## src/lpfd_pkg.sv

```systemverilog
// Package for the length-prefixed frame deframer.
// Holds status codes, register indexes and register reset values.
// No dependencies.
package lpfd_pkg;

   // Widths of the byte stream, status code, tail, byte counter and register index
   localparam int unsigned BYTE_W   = 8;
   localparam int unsigned STATUS_W = 3;
   localparam int unsigned TAIL_W   = 4;
   localparam int unsigned CNT_W    = 9;
   localparam int unsigned CSR_AW   = 3;

   // Per-byte status reported on the result channel
   typedef enum logic [STATUS_W-1:0] {
      ST_START_OK  = 3'd0,
      ST_LEN_OK    = 3'd1,
      ST_BODY      = 3'd2,
      ST_BAD_START = 3'd3,
      ST_BAD_LEN   = 3'd4
   } status_type;

   // Configuration register indexes
   localparam logic [CSR_AW-1:0] REG_PRIMARY_START   = 3'd0;
   localparam logic [CSR_AW-1:0] REG_ALTERNATE_START = 3'd1;
   localparam logic [CSR_AW-1:0] REG_ALTERNATE_TAIL  = 3'd2;
   localparam logic [CSR_AW-1:0] REG_MIN_LENGTH      = 3'd3;
   localparam logic [CSR_AW-1:0] REG_MAX_LENGTH      = 3'd4;

   // Register values after reset
   localparam logic [BYTE_W-1:0] RST_PRIMARY_START   = 8'h68;
   localparam logic [BYTE_W-1:0] RST_ALTERNATE_START = 8'h16;
   localparam logic [TAIL_W-1:0] RST_ALTERNATE_TAIL  = 4'd4;
   localparam logic [BYTE_W-1:0] RST_MIN_LENGTH      = 8'd4;
   localparam logic [BYTE_W-1:0] RST_MAX_LENGTH      = 8'd253;

endpackage

```

## src/length_prefixed_frame_deframer_top.sv

```systemverilog
// Top level of the length-prefixed frame deframer.
// Uses lpfd_pkg for status codes, register indexes and reset values.
//
// Deframer for length-prefixed telecontrol frames, one byte per transaction.
// Every byte accepted on req produces exactly one transaction on rsp, valid
// in the cycle after it is accepted: the byte itself in rsp_tdata, its
// status in rsp_tuser and rsp_tlast set on the byte that completes a valid
// frame. Throughput is one byte per cycle unless rsp stalls; the frame state
// update and the result register are the only stage, and req_tready stays
// high as long as the result register is empty or being drained in the same cycle.
// While hunting, a byte that matches neither start code is reported as a
// bad start; a length byte outside [min_length, max_length] is reported as a
// bad length and hunting resumes. Frames opened by the alternate start code
// carry alternate_tail_bytes extra bytes after the body. Write the
// configuration registers only while no transaction is in flight.
module length_prefixed_frame_deframer_top (
   input  logic                          clock,
   input  logic                          reset,
   // Input byte stream
   input  logic                          req_tvalid,
   output logic                          req_tready,
   input  logic [lpfd_pkg::BYTE_W-1:0]   req_tdata,   // [7:0] data_byte
   // Result stream
   output logic                          rsp_tvalid,
   input  logic                          rsp_tready,
   output logic [lpfd_pkg::BYTE_W-1:0]   rsp_tdata,   // [7:0] echo_byte
   output logic [lpfd_pkg::STATUS_W-1:0] rsp_tuser,   // [2:0] status
   output logic                          rsp_tlast,   // last_of_frame
   // Configuration write port
   input  logic                          csr_we,
   input  logic [lpfd_pkg::CSR_AW-1:0]   csr_addr,
   input  logic [lpfd_pkg::BYTE_W-1:0]   csr_wdata
);

   typedef enum logic [1:0] {
      PH_HUNT = 2'd0,
      PH_LEN  = 2'd1,
      PH_BODY = 2'd2
   } phase_type;

   // Configuration registers
   logic [lpfd_pkg::BYTE_W-1:0] primary_start_ff;
   logic [lpfd_pkg::BYTE_W-1:0] alternate_start_ff;
   logic [lpfd_pkg::TAIL_W-1:0] alternate_tail_ff;
   logic [lpfd_pkg::BYTE_W-1:0] min_length_ff;
   logic [lpfd_pkg::BYTE_W-1:0] max_length_ff;

   // Frame state
   phase_type                   phase_ff,     phase_in;
   logic [lpfd_pkg::CNT_W-1:0]  remaining_ff, remaining_in;
   logic                        alternate_ff, alternate_in;

   // Result register
   logic                        rsp_valid_ff;
   logic [lpfd_pkg::BYTE_W-1:0] rsp_byte_ff;
   lpfd_pkg::status_type        rsp_status_ff, status_in;
   logic                        rsp_last_ff,   last_in;

   logic                        accept;
   logic [lpfd_pkg::CNT_W-1:0]  length_sum;
   logic [lpfd_pkg::CNT_W-1:0]  remaining_dec;
   logic                        is_primary;
   logic                        is_alternate;

   // Take a new byte when the result register is free or drains this cycle
   assign req_tready = !rsp_valid_ff || rsp_tready;
   assign accept     = req_tvalid && req_tready;

   assign rsp_tvalid = rsp_valid_ff;
   assign rsp_tdata  = rsp_byte_ff;
   assign rsp_tuser  = rsp_status_ff;
   assign rsp_tlast  = rsp_last_ff;

   assign is_primary    = (req_tdata == primary_start_ff);
   assign is_alternate  = (req_tdata == alternate_start_ff);
   assign length_sum    = {1'b0, req_tdata}
                        + (alternate_ff ? {{(lpfd_pkg::CNT_W-lpfd_pkg::TAIL_W){1'b0}},
                                           alternate_tail_ff}
                                        : {lpfd_pkg::CNT_W{1'b0}});
   assign remaining_dec = remaining_ff - {{(lpfd_pkg::CNT_W-1){1'b0}}, 1'b1};

   // Next frame state and result for the byte on req_tdata
   always_comb begin
      phase_in     = phase_ff;
      remaining_in = remaining_ff;
      alternate_in = alternate_ff;
      status_in    = lpfd_pkg::ST_BAD_START;
      last_in      = 1'b0;
      unique case (phase_ff)
         PH_LEN: begin
            if (req_tdata < min_length_ff || req_tdata > max_length_ff) begin
               status_in    = lpfd_pkg::ST_BAD_LEN;
               phase_in     = PH_HUNT;
               remaining_in = '0;
            end else begin
               status_in    = lpfd_pkg::ST_LEN_OK;
               remaining_in = length_sum;
               if (length_sum == '0) begin
                  last_in  = 1'b1;
                  phase_in = PH_HUNT;
               end else begin
                  phase_in = PH_BODY;
               end
            end
         end
         PH_BODY: begin
            status_in    = lpfd_pkg::ST_BODY;
            remaining_in = remaining_dec;
            if (remaining_dec == '0) begin
               last_in  = 1'b1;
               phase_in = PH_HUNT;
            end
         end
         default: begin
            // Hunting; an unused phase code behaves the same way
            if (is_primary || is_alternate) begin
               status_in    = lpfd_pkg::ST_START_OK;
               alternate_in = is_alternate;
               remaining_in = '0;
               phase_in     = PH_LEN;
            end else begin
               status_in = lpfd_pkg::ST_BAD_START;
               phase_in  = PH_HUNT;
            end
         end
      endcase
   end

   // Configuration writes; out-of-range indexes are dropped
   always_ff @(posedge clock) begin
      if (reset) begin
         primary_start_ff   <= lpfd_pkg::RST_PRIMARY_START;
         alternate_start_ff <= lpfd_pkg::RST_ALTERNATE_START;
         alternate_tail_ff  <= lpfd_pkg::RST_ALTERNATE_TAIL;
         min_length_ff      <= lpfd_pkg::RST_MIN_LENGTH;
         max_length_ff      <= lpfd_pkg::RST_MAX_LENGTH;
      end else if (csr_we) begin
         unique case (csr_addr)
            lpfd_pkg::REG_PRIMARY_START:   primary_start_ff   <= csr_wdata;
            lpfd_pkg::REG_ALTERNATE_START: alternate_start_ff <= csr_wdata;
            lpfd_pkg::REG_ALTERNATE_TAIL:  alternate_tail_ff  <= csr_wdata[lpfd_pkg::TAIL_W-1:0];
            lpfd_pkg::REG_MIN_LENGTH:      min_length_ff      <= csr_wdata;
            lpfd_pkg::REG_MAX_LENGTH:      max_length_ff      <= csr_wdata;
            default: ;
         endcase
      end
   end

   // Advance frame state on each accepted transaction
   always_ff @(posedge clock) begin
      if (reset) begin
         phase_ff     <= PH_HUNT;
         remaining_ff <= '0;
         alternate_ff <= 1'b0;
      end else if (accept) begin
         phase_ff     <= phase_in;
         remaining_ff <= remaining_in;
         alternate_ff <= alternate_in;
      end
   end

   // Result register valid: load on accept, clear when drained
   always_ff @(posedge clock) begin
      if (reset) begin
         rsp_valid_ff <= 1'b0;
      end else if (accept) begin
         rsp_valid_ff <= 1'b1;
      end else if (rsp_tready) begin
         rsp_valid_ff <= 1'b0;
      end
   end

   // Result payload; hold while stalled
   always_ff @(posedge clock) begin
      if (accept) begin
         rsp_byte_ff   <= req_tdata;
         rsp_status_ff <= status_in;
         rsp_last_ff   <= last_in;
      end
   end

   // A body phase always has bytes still due
   assert property (@(posedge clock) disable iff (reset)
      phase_ff == PH_BODY |-> remaining_ff != '0)
      else $error("body phase with no bytes remaining");

   // Only a length or body byte may complete a frame
   assert property (@(posedge clock) disable iff (reset)
      rsp_valid_ff && rsp_last_ff |->
         (rsp_status_ff == lpfd_pkg::ST_LEN_OK || rsp_status_ff == lpfd_pkg::ST_BODY))
      else $error("frame end marked on a start or error byte");

   // A completed frame or error returns to hunting
   assert property (@(posedge clock) disable iff (reset)
      accept && (last_in || status_in == lpfd_pkg::ST_BAD_LEN) |=> phase_ff == PH_HUNT)
      else $error("frame state not back to hunting after frame end");

   // A good start byte always moves to the length phase
   assert property (@(posedge clock) disable iff (reset)
      accept && status_in == lpfd_pkg::ST_START_OK |=> phase_ff == PH_LEN)
      else $error("start byte did not open a length phase");

   // Every accepted byte leaves a result waiting
   assert property (@(posedge clock) disable iff (reset)
      accept |=> rsp_valid_ff)
      else $error("accepted byte produced no result");

endmodule

```

## config.mk

```make
export PLATFORM = sky130hd
export DESIGN_NAME = length_prefixed_frame_deframer_top
export DESIGN_NICKNAME = d
export VERILOG_FILES = /design/src/lpfd_pkg.sv /design/src/length_prefixed_frame_deframer_top.sv
export SDC_FILE = /design/constraint.sdc
export NUM_CORES = 1
export LEC_CHECK = 0
export BUFFER_PORTS_ARGS = -buffer_cell sky130_fd_sc_hd__buf_2
export CAP_MARGIN = 20
export CORE_ASPECT_RATIO = 1.1
export CORE_MARGIN = 8
export CORE_UTILIZATION = 60
export CTS_BUF_LIST = sky130_fd_sc_hd__clkbuf_8 sky130_fd_sc_hd__clkbuf_16
export CTS_CLUSTER_SIZE = 28
export DETAILED_ROUTE_END_ITERATION = 10
export PLACE_DENSITY = 0.84
export SYNTH_ARGS = -nofsm -noshare
export SYNTH_HDL_FRONTEND = slang
export SYNTH_SLANG_ARGS = --single-unit
```

## constraint.sdc

```tcl
create_clock -name clock -period 5.3 [get_ports clock]
set_clock_uncertainty 0.1 [all_clocks]
set_input_delay 0.53 -clock clock [delete_from_list [all_inputs] [get_ports clock]]
set_output_delay 0.53 -clock clock [all_outputs]
set_load 0.005 [all_outputs]
```

======== After elaboration in Yosys (flattened, before gate mapping) ========
Index checks and enable logic that the tools add are counted.
word-level totals
  register bits after elaboration ......... 61
  output and inout bits ................... 14
  input bits .............................. 24
  logic and storage cells ................. 63
cells by class
  reduce and logical (&&, ||, !) cells .... 19
  multiplexer cells ....................... 18
  eq/ne operators ......................... 9
  order comparisons ....................... 2
  $add $sub $neg .......................... 2
  bitwise gates (word level) .............. 1
operators by type and width
  kind                 count
  $logic_not 9->1      2
  $mux 9               2
  $pmux 9 s2           1
  $eq 8x8->1           2
  $reduce_and 2->1     7
  $add 8x4->9          1
  $sub 9x1->9 const B  1
  $gt 8x8->1           1
  $lt 8x8->1           1
  $mux 2               4
  $eq 3x2->1 const B   2
  $mux 1               6
  $pmux 3 s2           1
  $mux 4               1
  $pmux 2 s2           1
  $eq 3x1->1 const B   1
  $eq 3x3->1 const B   1
  $logic_not 3->1      1
  $logic_or 1x1->1     3
  $mux 3               1
  $reduce_and 3->1     1
  $reduce_bool 3->1    1
  $eq 2x1->1 const B   1
  $eq 2x2->1 const B   1
  7 further kinds      7

======== Longest topological paths before layout ========
Gate-level depths: netlist (run 1).
  depth after elaboration ................. 6
  mapped depth ............................ 9
  depth with buffers taken out ............ 9

======== Worst setup path before layout (run 1) ========
OpenSTA, ideal clock, no wires.
  kind .................................... input to register
  start point ............................. input req_tdata[0] in the netlist's numbering
  end point ............................... register rsp_last_ff, in the netlist rsp_tlast, data pin
  required time ........................... 5.054 ns
  setup time .............................. 0.146 ns
  slack ................................... 2.569 ns
  stages on the path ...................... 8
  arrival ................................. 2.485 ns
  path buffers ............................ 0
  path through ............................ ha_1 -> fa_1 -> a211oi_2 -> o21a_1 -> o221ai_1 -> nor4_2 -> or3b_1 -> a21oi_1
between the ends
  longest elaborated chain between the ends .. 5
  elaborated cells between the ends (all ways) .. 8
  those cells by class .................... 1 x add/sub; 2 x order compare; 3 x mux; 2 x reduce/logical
ends and longest elaborated chain
  item                  RTL line                                   source
  from (decl)           length_prefixed_frame_deframer_top.sv:22   input logic [lpfd_pkg::BYTE_W-1:0] req_tdata,
  $add 8x4->9           length_prefixed_frame_deframer_top.sv:77   + (alternate_ff ? {{(lpfd_pkg::CNT_W-lpfd_pkg::TAIL_W){1'b0}},
  $logic_not 9->1       length_prefixed_frame_deframer_top.sv:98   if (length_sum == '0) begin
  $mux 1                length_prefixed_frame_deframer_top.sv:98
  $mux 1 *              length_prefixed_frame_deframer_top.sv:91   if (req_tdata < min_length_ff || req_tdata > max_length_ff) begin
  $pmux 1 s2 *          length_prefixed_frame_deframer_top.sv:89   unique case (phase_ff)
  via last_in           length_prefixed_frame_deframer_top.sv:57   logic rsp_last_ff, last_in;
  to (signal assigned)  length_prefixed_frame_deframer_top.sv:178  rsp_last_ff <= last_in;
  to (decl)             length_prefixed_frame_deframer_top.sv:57
The timed path passes the listed nets; every way through them passes the cells marked *.
A chain may end at the register's enable or synchronous reset.

======== Final worst setup path (run 1) ========
  start point ............................. register alternate_ff
  end point ............................... register rsp_last_ff, in the netlist rsp_tlast, data pin
between the ends
  longest elaborated chain between the ends .. 6
ends and longest elaborated chain
  item                    RTL line                                   source
  from (decl)             length_prefixed_frame_deframer_top.sv:51   logic alternate_ff, alternate_in;
  from (signal assigned)  length_prefixed_frame_deframer_top.sv:158  alternate_ff <= alternate_in;
  $mux 4                  length_prefixed_frame_deframer_top.sv:77
  $add 8x4->9             length_prefixed_frame_deframer_top.sv:77
  $logic_not 9->1         length_prefixed_frame_deframer_top.sv:98
  $mux 1                  length_prefixed_frame_deframer_top.sv:98
  $mux 1                  length_prefixed_frame_deframer_top.sv:91
  $pmux 1 s2              length_prefixed_frame_deframer_top.sv:89
  via last_in             length_prefixed_frame_deframer_top.sv:57
The timed path passes the listed nets, and every way through them passes these cells.

==> results of run 1 <==
## where the power goes
part,internal [mW],switching [mW]
registers,0.485,0.00574
clock network,0.169,0.201
logic,0.0362,0.0632
total,0.691,0.270
## worst min-delay path by stage
stage	startpoint	end	slack [ns]	cells after the start
final	req_tvalid	rsp_tvalid	0.33	3
after global routing	req_tvalid	rsp_tvalid	0.33	3
after detailed placement	min_length_ff[3]	min_length_ff[3]	0.35	2
after floorplan	alternate_tail_ff[2]	alternate_tail_ff[2]	0.33	2
after global placement	min_length_ff[3]	min_length_ff[3]	0.34	2
after CTS	req_tvalid	rsp_tvalid	0.32	3
## registers in the layout, summed over array words and instances (netlist names)
name / cells
rsp_tuser: 3
max_length_ff: 8
phase_ff: 2
alternate_ff: 1
alternate_start_ff: 8
primary_start_ff: 8
rsp_tvalid: 1
rsp_tdata: 8
remaining_ff: 9
min_length_ff: 8
alternate_tail_ff: 4
rsp_tlast: 1
## per-stage QoR
step                hold slack (ns)  std cells  worst slack, ns    util  cell area [µm²]
global route                 0.3269        506            2.221  0.6732             3835
floorplan                    0.3327        391            2.569       -             3472
global placement             0.3421        490            2.287  0.6422             3659
finish                       0.3251        506            2.344  0.6732             3835
detailed placement           0.3486        490            2.201  0.6422             3659
CTS                          0.3152        506            2.393  0.6732             3835
## routing by layer
layer | up-vias | track usage | routed length (µm)
met5 | - | 0 | 0
met4 | 0 | 0.1410 | 370
met3 | 34 | 0.04697 | 418
met2 | 102 | 0.3707 | 4316
met1 | 1453 | 0.2331 | 3483
li1 | 1443 | - | -
## kinds of logic (layout without fill, tap and decap cells)
logic type | count (synthesis) | count (layout)
XOR/XNOR | 23 | 23
AND/OR/NAND/NOR | 149 | 149
buffers and inverters | 44 | 82
adder cells (fa/ha/maj) | 24 | 24
multiplexers | 13 | 13
AO/OA/AOI/OAI | 77 | 77
flip-flops | 61 | 61
## synth_stat cells (3+ instances only)
library cell	count	area (µm²)
nor2_1	25	93.84
dfxtp_1	49	980.9
o21a_1	4	30.03
a21oi_1	25	125.1
o211ai_1	8	60.06
and2_1	8	50.05
mux2i_1	13	130.1
nor4_1	4	25.02
clkbuf_1	10	37.54
a21o_1	6	45.04
nor4_2	4	50.05
and3b_1	3	26.28
and3_1	4	25.02
nand2b_1	3	18.77
inv_1	29	108.9
o21ai_0	7	35.03
o22ai_1	4	25.02
nand3_1	8	40.04
edfxtp_1	12	360.4
xor2_1	21	183.9
ha_1	23	287.8
a31oi_1	3	18.77
o32ai_1	3	26.28
nand2_1	65	244.0
a221o_1	4	40.04
nor3_1	8	40.04
## critical path: stages (launching register included)
cell and delay [ns]:
dfxtp_1 0.34, and2_1 0.16, ha_1 0.22, fa_1 0.42, a211oi_2 0.34, o21a_1 0.21
o221ai_1 0.14, nor4_2 0.32, or3b_1 0.38, a21oi_1 0.17
## area by class of cell
type,count,area [µm²]
multi-input combinational,286,1927
clock inverter,7,52.55
sequential,61,1341
fill,493,1862
tap,77,96.34
inverter,29,108.9
timing repair buffer,37,185.2
clock buffer,9,123.9
==> flow_metrics.tcl, run 1 <==
set metrics [dict create \
    cts_setup_buffers 0 \
    max_freq_mhz 338.3 \
    tns_ns 0 \
    synthSimpleGateAreaFrac 0.2151 \
    clkLatencyLatePin_ns 0.36 \
    first_pass_iters 5 \
    io_pins 38 \
    cts_tree "built" \
    synth_fp_nets 439 \
    finalSetupViolations 0 \
    syn_avg_cell_area_um2 8.880 \
    layout_common_cells "nand2_1 (65), dfxtp_1 (49), buf_2 (37), inv_1 (29)" \
    end_kind "register" \
    grt_pass1_vias 2979 \
    ff2ff_path_depth 9 \
    power_uw 960.8 \
    startpoint "alternate_ff" \
    synth-compound-area-share 0.1557 \
    hp-class "in -> reg" \
    dp_hpwl_mm 6.406 \
    drc 0 \
    postRouteAntennaNets 0 \
    final_max_slew_viol_count 0 \
    synth-seq-cells 61 \
    row_count 29 \
    rrSetupSlack_ns 2.34 \
    yosys_warnings 0 \
    root_buffer "clkbuf_8" \
    yosysSeqAreaShare 0.3863 \
    rsz0062_at_grt "no" \
    hold_viol 0 \
    synth_ff_type "dfxtp_1" \
    final_common_cell "nand2_1" \
    reg2reg_from "alternate_ff" \
    synth-edff-count 12 \
    core_area_um2 5697 \
    drt_wl_total_mm 8.588 \
    cts_made_buffers 9 \
    grt_max_degree 36 \
    cts_resized 0 \
    hold_buffers 0 \
    period_needed_ns 2.956 \
    ctsLongestPathBuffers 2 \
    worstPathMaxFanout 5 \
    powerDensity_nw_per_um2 250.5 \
    h-tree-depth 3 \
    finalCritPeriodShare 0.5577 \
    synth_xor_xnor_area_share 0.05802 \
    antenna_found_initial 0 \
    port_buffers 37 \
    gp_congestion 0.9116 \
    syn-cell-area_um2 3472 \
    maxCapViolations 0 \
    vias_per_cell 5.992 \
    synth_top_family_by_area "simple AND/OR/NAND/NOR gates" \
    synthCells 391 \
    irDropWorstVdd_mv 0.2162 \
    crit_type "reg -> reg" \
    grt_pass1_wl_mm 13.93 \
    area_delta_synth_final_pct 10.45 \
    drt-initial-drc-count 205 \
    synthAdderAreaFrac 0.08865 \
    status "finished, final reports clean" \
    drive_gt1_frac 0.1515 \
    worst_setup_path_start_kind "register" \
    path_clk_slew_ns 0.08 \
    final_nets 472 \
    diodes 0 \
    leakage_nw 1.617 \
    die_x_um 88.53 \
    synth.distinct_cells 52 \
    track_usage 0.2151 \
    chipHeight_um 95.79 \
    r2r_end "rsp_tlast" \
    vias 3032 \
    dieArea_um2 8480 \
    synthMuxAreaShare 0.03748 \
    critPathArrivalTime_ns 3.05 \
    maxSlewHeadroom 0.2956 \
    required_ns 5.40 \
    avgRoutedWirePerCell_um 16.97 \
    synthArstFlopShare 0 \
    gr-total-overflow 0 \
    cp-endpoint "rsp_tlast" \
    tightestPinTransition_ns 1.053 \
    start_util 0.6095 \
    clock-sinks 61 \
]
Power figures use the tool's default switching activity.
==> run 2: changes to the inputs <==
--- a/config.mk
+++ b/config.mk
@@ -5,15 +5,16 @@
 export SDC_FILE = /design/constraint.sdc
 export NUM_CORES = 1
 export LEC_CHECK = 0
+export ABC_AREA = 1
 export BUFFER_PORTS_ARGS = -buffer_cell sky130_fd_sc_hd__buf_2
 export CAP_MARGIN = 20
 export CORE_ASPECT_RATIO = 1.1
 export CORE_MARGIN = 8
-export CORE_UTILIZATION = 60
+export CORE_UTILIZATION = 53
 export CTS_BUF_LIST = sky130_fd_sc_hd__clkbuf_8 sky130_fd_sc_hd__clkbuf_16
 export CTS_CLUSTER_SIZE = 28
 export DETAILED_ROUTE_END_ITERATION = 10
-export PLACE_DENSITY = 0.84
+export PLACE_DENSITY = 0.79
 export SYNTH_ARGS = -nofsm -noshare
 export SYNTH_HDL_FRONTEND = slang
 export SYNTH_SLANG_ARGS = --single-unit
==> constraint.sdc (replaced) <==
create_clock -name clock -period 2.54 [get_ports clock]
set_clock_uncertainty 0.1 [all_clocks]
set_input_delay 0.254 -clock clock [delete_from_list [all_inputs] [get_ports clock]]
set_output_delay 0.254 -clock clock [all_outputs]
set_load 0.005 [all_outputs]
==> run 2 against run 1 <==
Maximum frequency increased by 35%. Critical path type unchanged. Via count rose by 6.1%. Routed wire length fell by 1.3%. Global-route usage decreased by 2.4 points. Highest routed layer unchanged. Critical endpoint unchanged.
==> flow_metrics.tcl, run 2 <==
set metrics [dict create \
    largest_register_ffs 9 \
    n_fill_cell 589 \
    core_area_um2 6555 \
    finalCritPeriodShare 0.8618 \
    finalSetupViolations 0 \
    grt_pass1_vias 3249 \
    worstPathMaxFanout 5 \
    hold_viol 0 \
    final_max_slew_viol_count 0 \
    fin_util 0.6139 \
    tns_ns 0 \
    crit_type "reg -> reg" \
    ff2ff_path_depth 12 \
    synthArstFlopShare 0 \
    maxCapViolations 0 \
    powerDensity_nw_per_um2 560.0 \
    critPathArrivalTime_ns 2.28 \
    gr-total-overflow 0 \
    synth-seq-cells 61 \
    rrSetupSlack_ns 0.35 \
    ctsLongestPathBuffers 2 \
    track_usage 0.1916 \
    synth_ff_type "dfxtp_1" \
    syn_avg_cell_area_um2 7.345 \
    cts_tree "built" \
    tightestPinTransition_ns 0.6284 \
    yosys.area.top_type_share 0.2742 \
    min-delay-start "csr_wdata[6]" \
    hold_buffers 0 \
    holdWs_ns 0.08757 \
    yosysTopAreaCell "dfxtp_1" \
    path_clk_slew_ns 0.07 \
    cts_made_buffers 9 \
    start_util 0.5457 \
    grt_max_degree 38 \
    worst_setup_path_start_kind "register" \
    leakage_nw 1.974 \
    drive_gt1_frac 0.1412 \
    port_buffers 37 \
    whs_path_depth 3 \
    yosys_warnings 0 \
    root_buffer "clkbuf_8" \
    die_x_um 94.33 \
    top_register "remaining_ff" \
    grt_pass1_wl_mm 14.48 \
    final_nets 574 \
    drc 0 \
    clkLatencyLatePin_ns 0.35 \
    vias_per_cell 5.250 \
    avgRoutedWirePerCell_um 13.83 \
    period_needed_ns 2.189 \
    synthCells 487 \
    drt-initial-drc-count 180 \
    dp_hpwl_mm 6.272 \
    finish.instance_area_um2 4024 \
    synthTopCellsByArea "dfxtp_1 (27%), nand2_1 (14%), edfxtp_1 (10%)" \
    first_pass_iters 6 \
    final_common_cell "nand2_1" \
    synth_fp_nets 535 \
    synth_common_cells "nand2_1 (135), inv_1 (64), nor2_1 (52)" \
    synth.distinct_cells 33 \
    cts_resized 0 \
    cts_setup_buffers 0 \
    dieArea_um2 9637 \
    r2r_end "rsp_tlast" \
    placed_area_um2 3807 \
    irDropWorstVdd_mv 0.3535 \
    io_pins 38 \
    min_to "primary_start_ff[6]" \
    rsz0062_at_grt "no" \
    antenna_found_initial 0 \
    area_delta_synth_final_pct 12.49 \
    h-tree-depth 3 \
    drt_wl_total_mm 8.480 \
    gp_congestion 0.8496 \
    max_freq_mhz 456.9 \
    postRouteAntennaNets 0 \
    vias 3218 \
    status "finished, final reports clean" \
    layout_common_cells "nand2_1 (135), inv_1 (66), nor2_1 (52), dfxtp_1 (49), buf_2 (37)" \
    synth-edff-count 12 \
    clock-sinks 61 \
    required_ns 2.63 \
    row_count 31 \
    maxSlewHeadroom 0.5779 \
    diodes 0 \
    reg2reg_from "alternate_ff" \
    yosysSeqAreaShare 0.3750 \
    chipHeight_um 102.2 \
    yosysMostFrequentCell "nand2_1" \
    syn-cell-area_um2 3577 \
    end_kind "register" \
    hp-class "in -> reg" \
]
run 2: cell type report:
| type | instances | area [µm²] | share of cell area |
|---|---|---|---|
| Multi-Input combinational cell | 348 | 1904 | 0.4733 |
| Sequential cell | 61 | 1341 | 0.3333 |
| Inverter | 65 | 244.0 | 0.06063 |
| Timing Repair Buffer | 41 | 215.2 | 0.05348 |
| Clock buffer | 10 | 137.6 | 0.03420 |
| Tap cell | 82 | 102.6 | 0.02550 |
| Clock inverter | 6 | 78.83 | 0.01959 |
run 2: where the power goes:
group	switching (mW)	internal [mW]	leakage [nW]
clock	0.374	0.569	0.113
combinational	0.175	0.0991	1.35
sequential	0.0137	1.02	0.513
total	0.563	1.69	1.97
run 2: stage by stage:
| step | power [mW] | setup slack (ns) | cells |
|---|---|---|---|
| finish | 2.254 | 0.3511 | 613 |
| global route | 2.352 | 0.1904 | 613 |
| CTS | 2.267 | 0.3667 | 613 |
| detailed placement | 1.330 | 0.3675 | 597 |
| global placement | 1.320 | 0.4088 | 597 |
| floorplan | 1.241 | 0.5625 | 487 |
run 2: routing by layer:
metal,up-vias,GRT usage,part of all wire
li1,1642,-,-
met1,1459,0.2182,0.43
met2,96,0.3239,0.48
met3,21,0.04041,0.064
met4,0,0.1099,0.029
met5,-,0,0
run 2: cell families after synthesis:
logic type      count (synthesis)  synth area share
fa+ha+maj                      24           0.08605
compound gates                 65            0.1053
buf+inv                        78           0.09268
simple gates                  241            0.2907
flops                          61            0.3750
xor+xnor                       18           0.05037
run 2: worst max-delay path: stages, from the launching register on:
cell and delay, ns:
dfxtp_1 0.34, nand2_1 0.07, inv_1 0.04, ha_1 0.21
fa_1 0.41, nand3_1 0.09, nand2_1 0.12, xor2_1 0.18
inv_1 0.06, nand4_1 0.09, nor2_1 0.16, nand4_1 0.09
o21ai_0 0.09
run 2: worst max path at each step:
stage	startpoint	end	slack, ns
floorplan	alternate_ff	rsp_tlast	0.56
detailed placement	req_tdata[0]	rsp_tlast	0.37
global placement	req_tdata[0]	rsp_tlast	0.41
global route	alternate_ff	rsp_tlast	0.19
CTS	alternate_ff	rsp_tlast	0.37
finish	alternate_ff	rsp_tlast	0.35
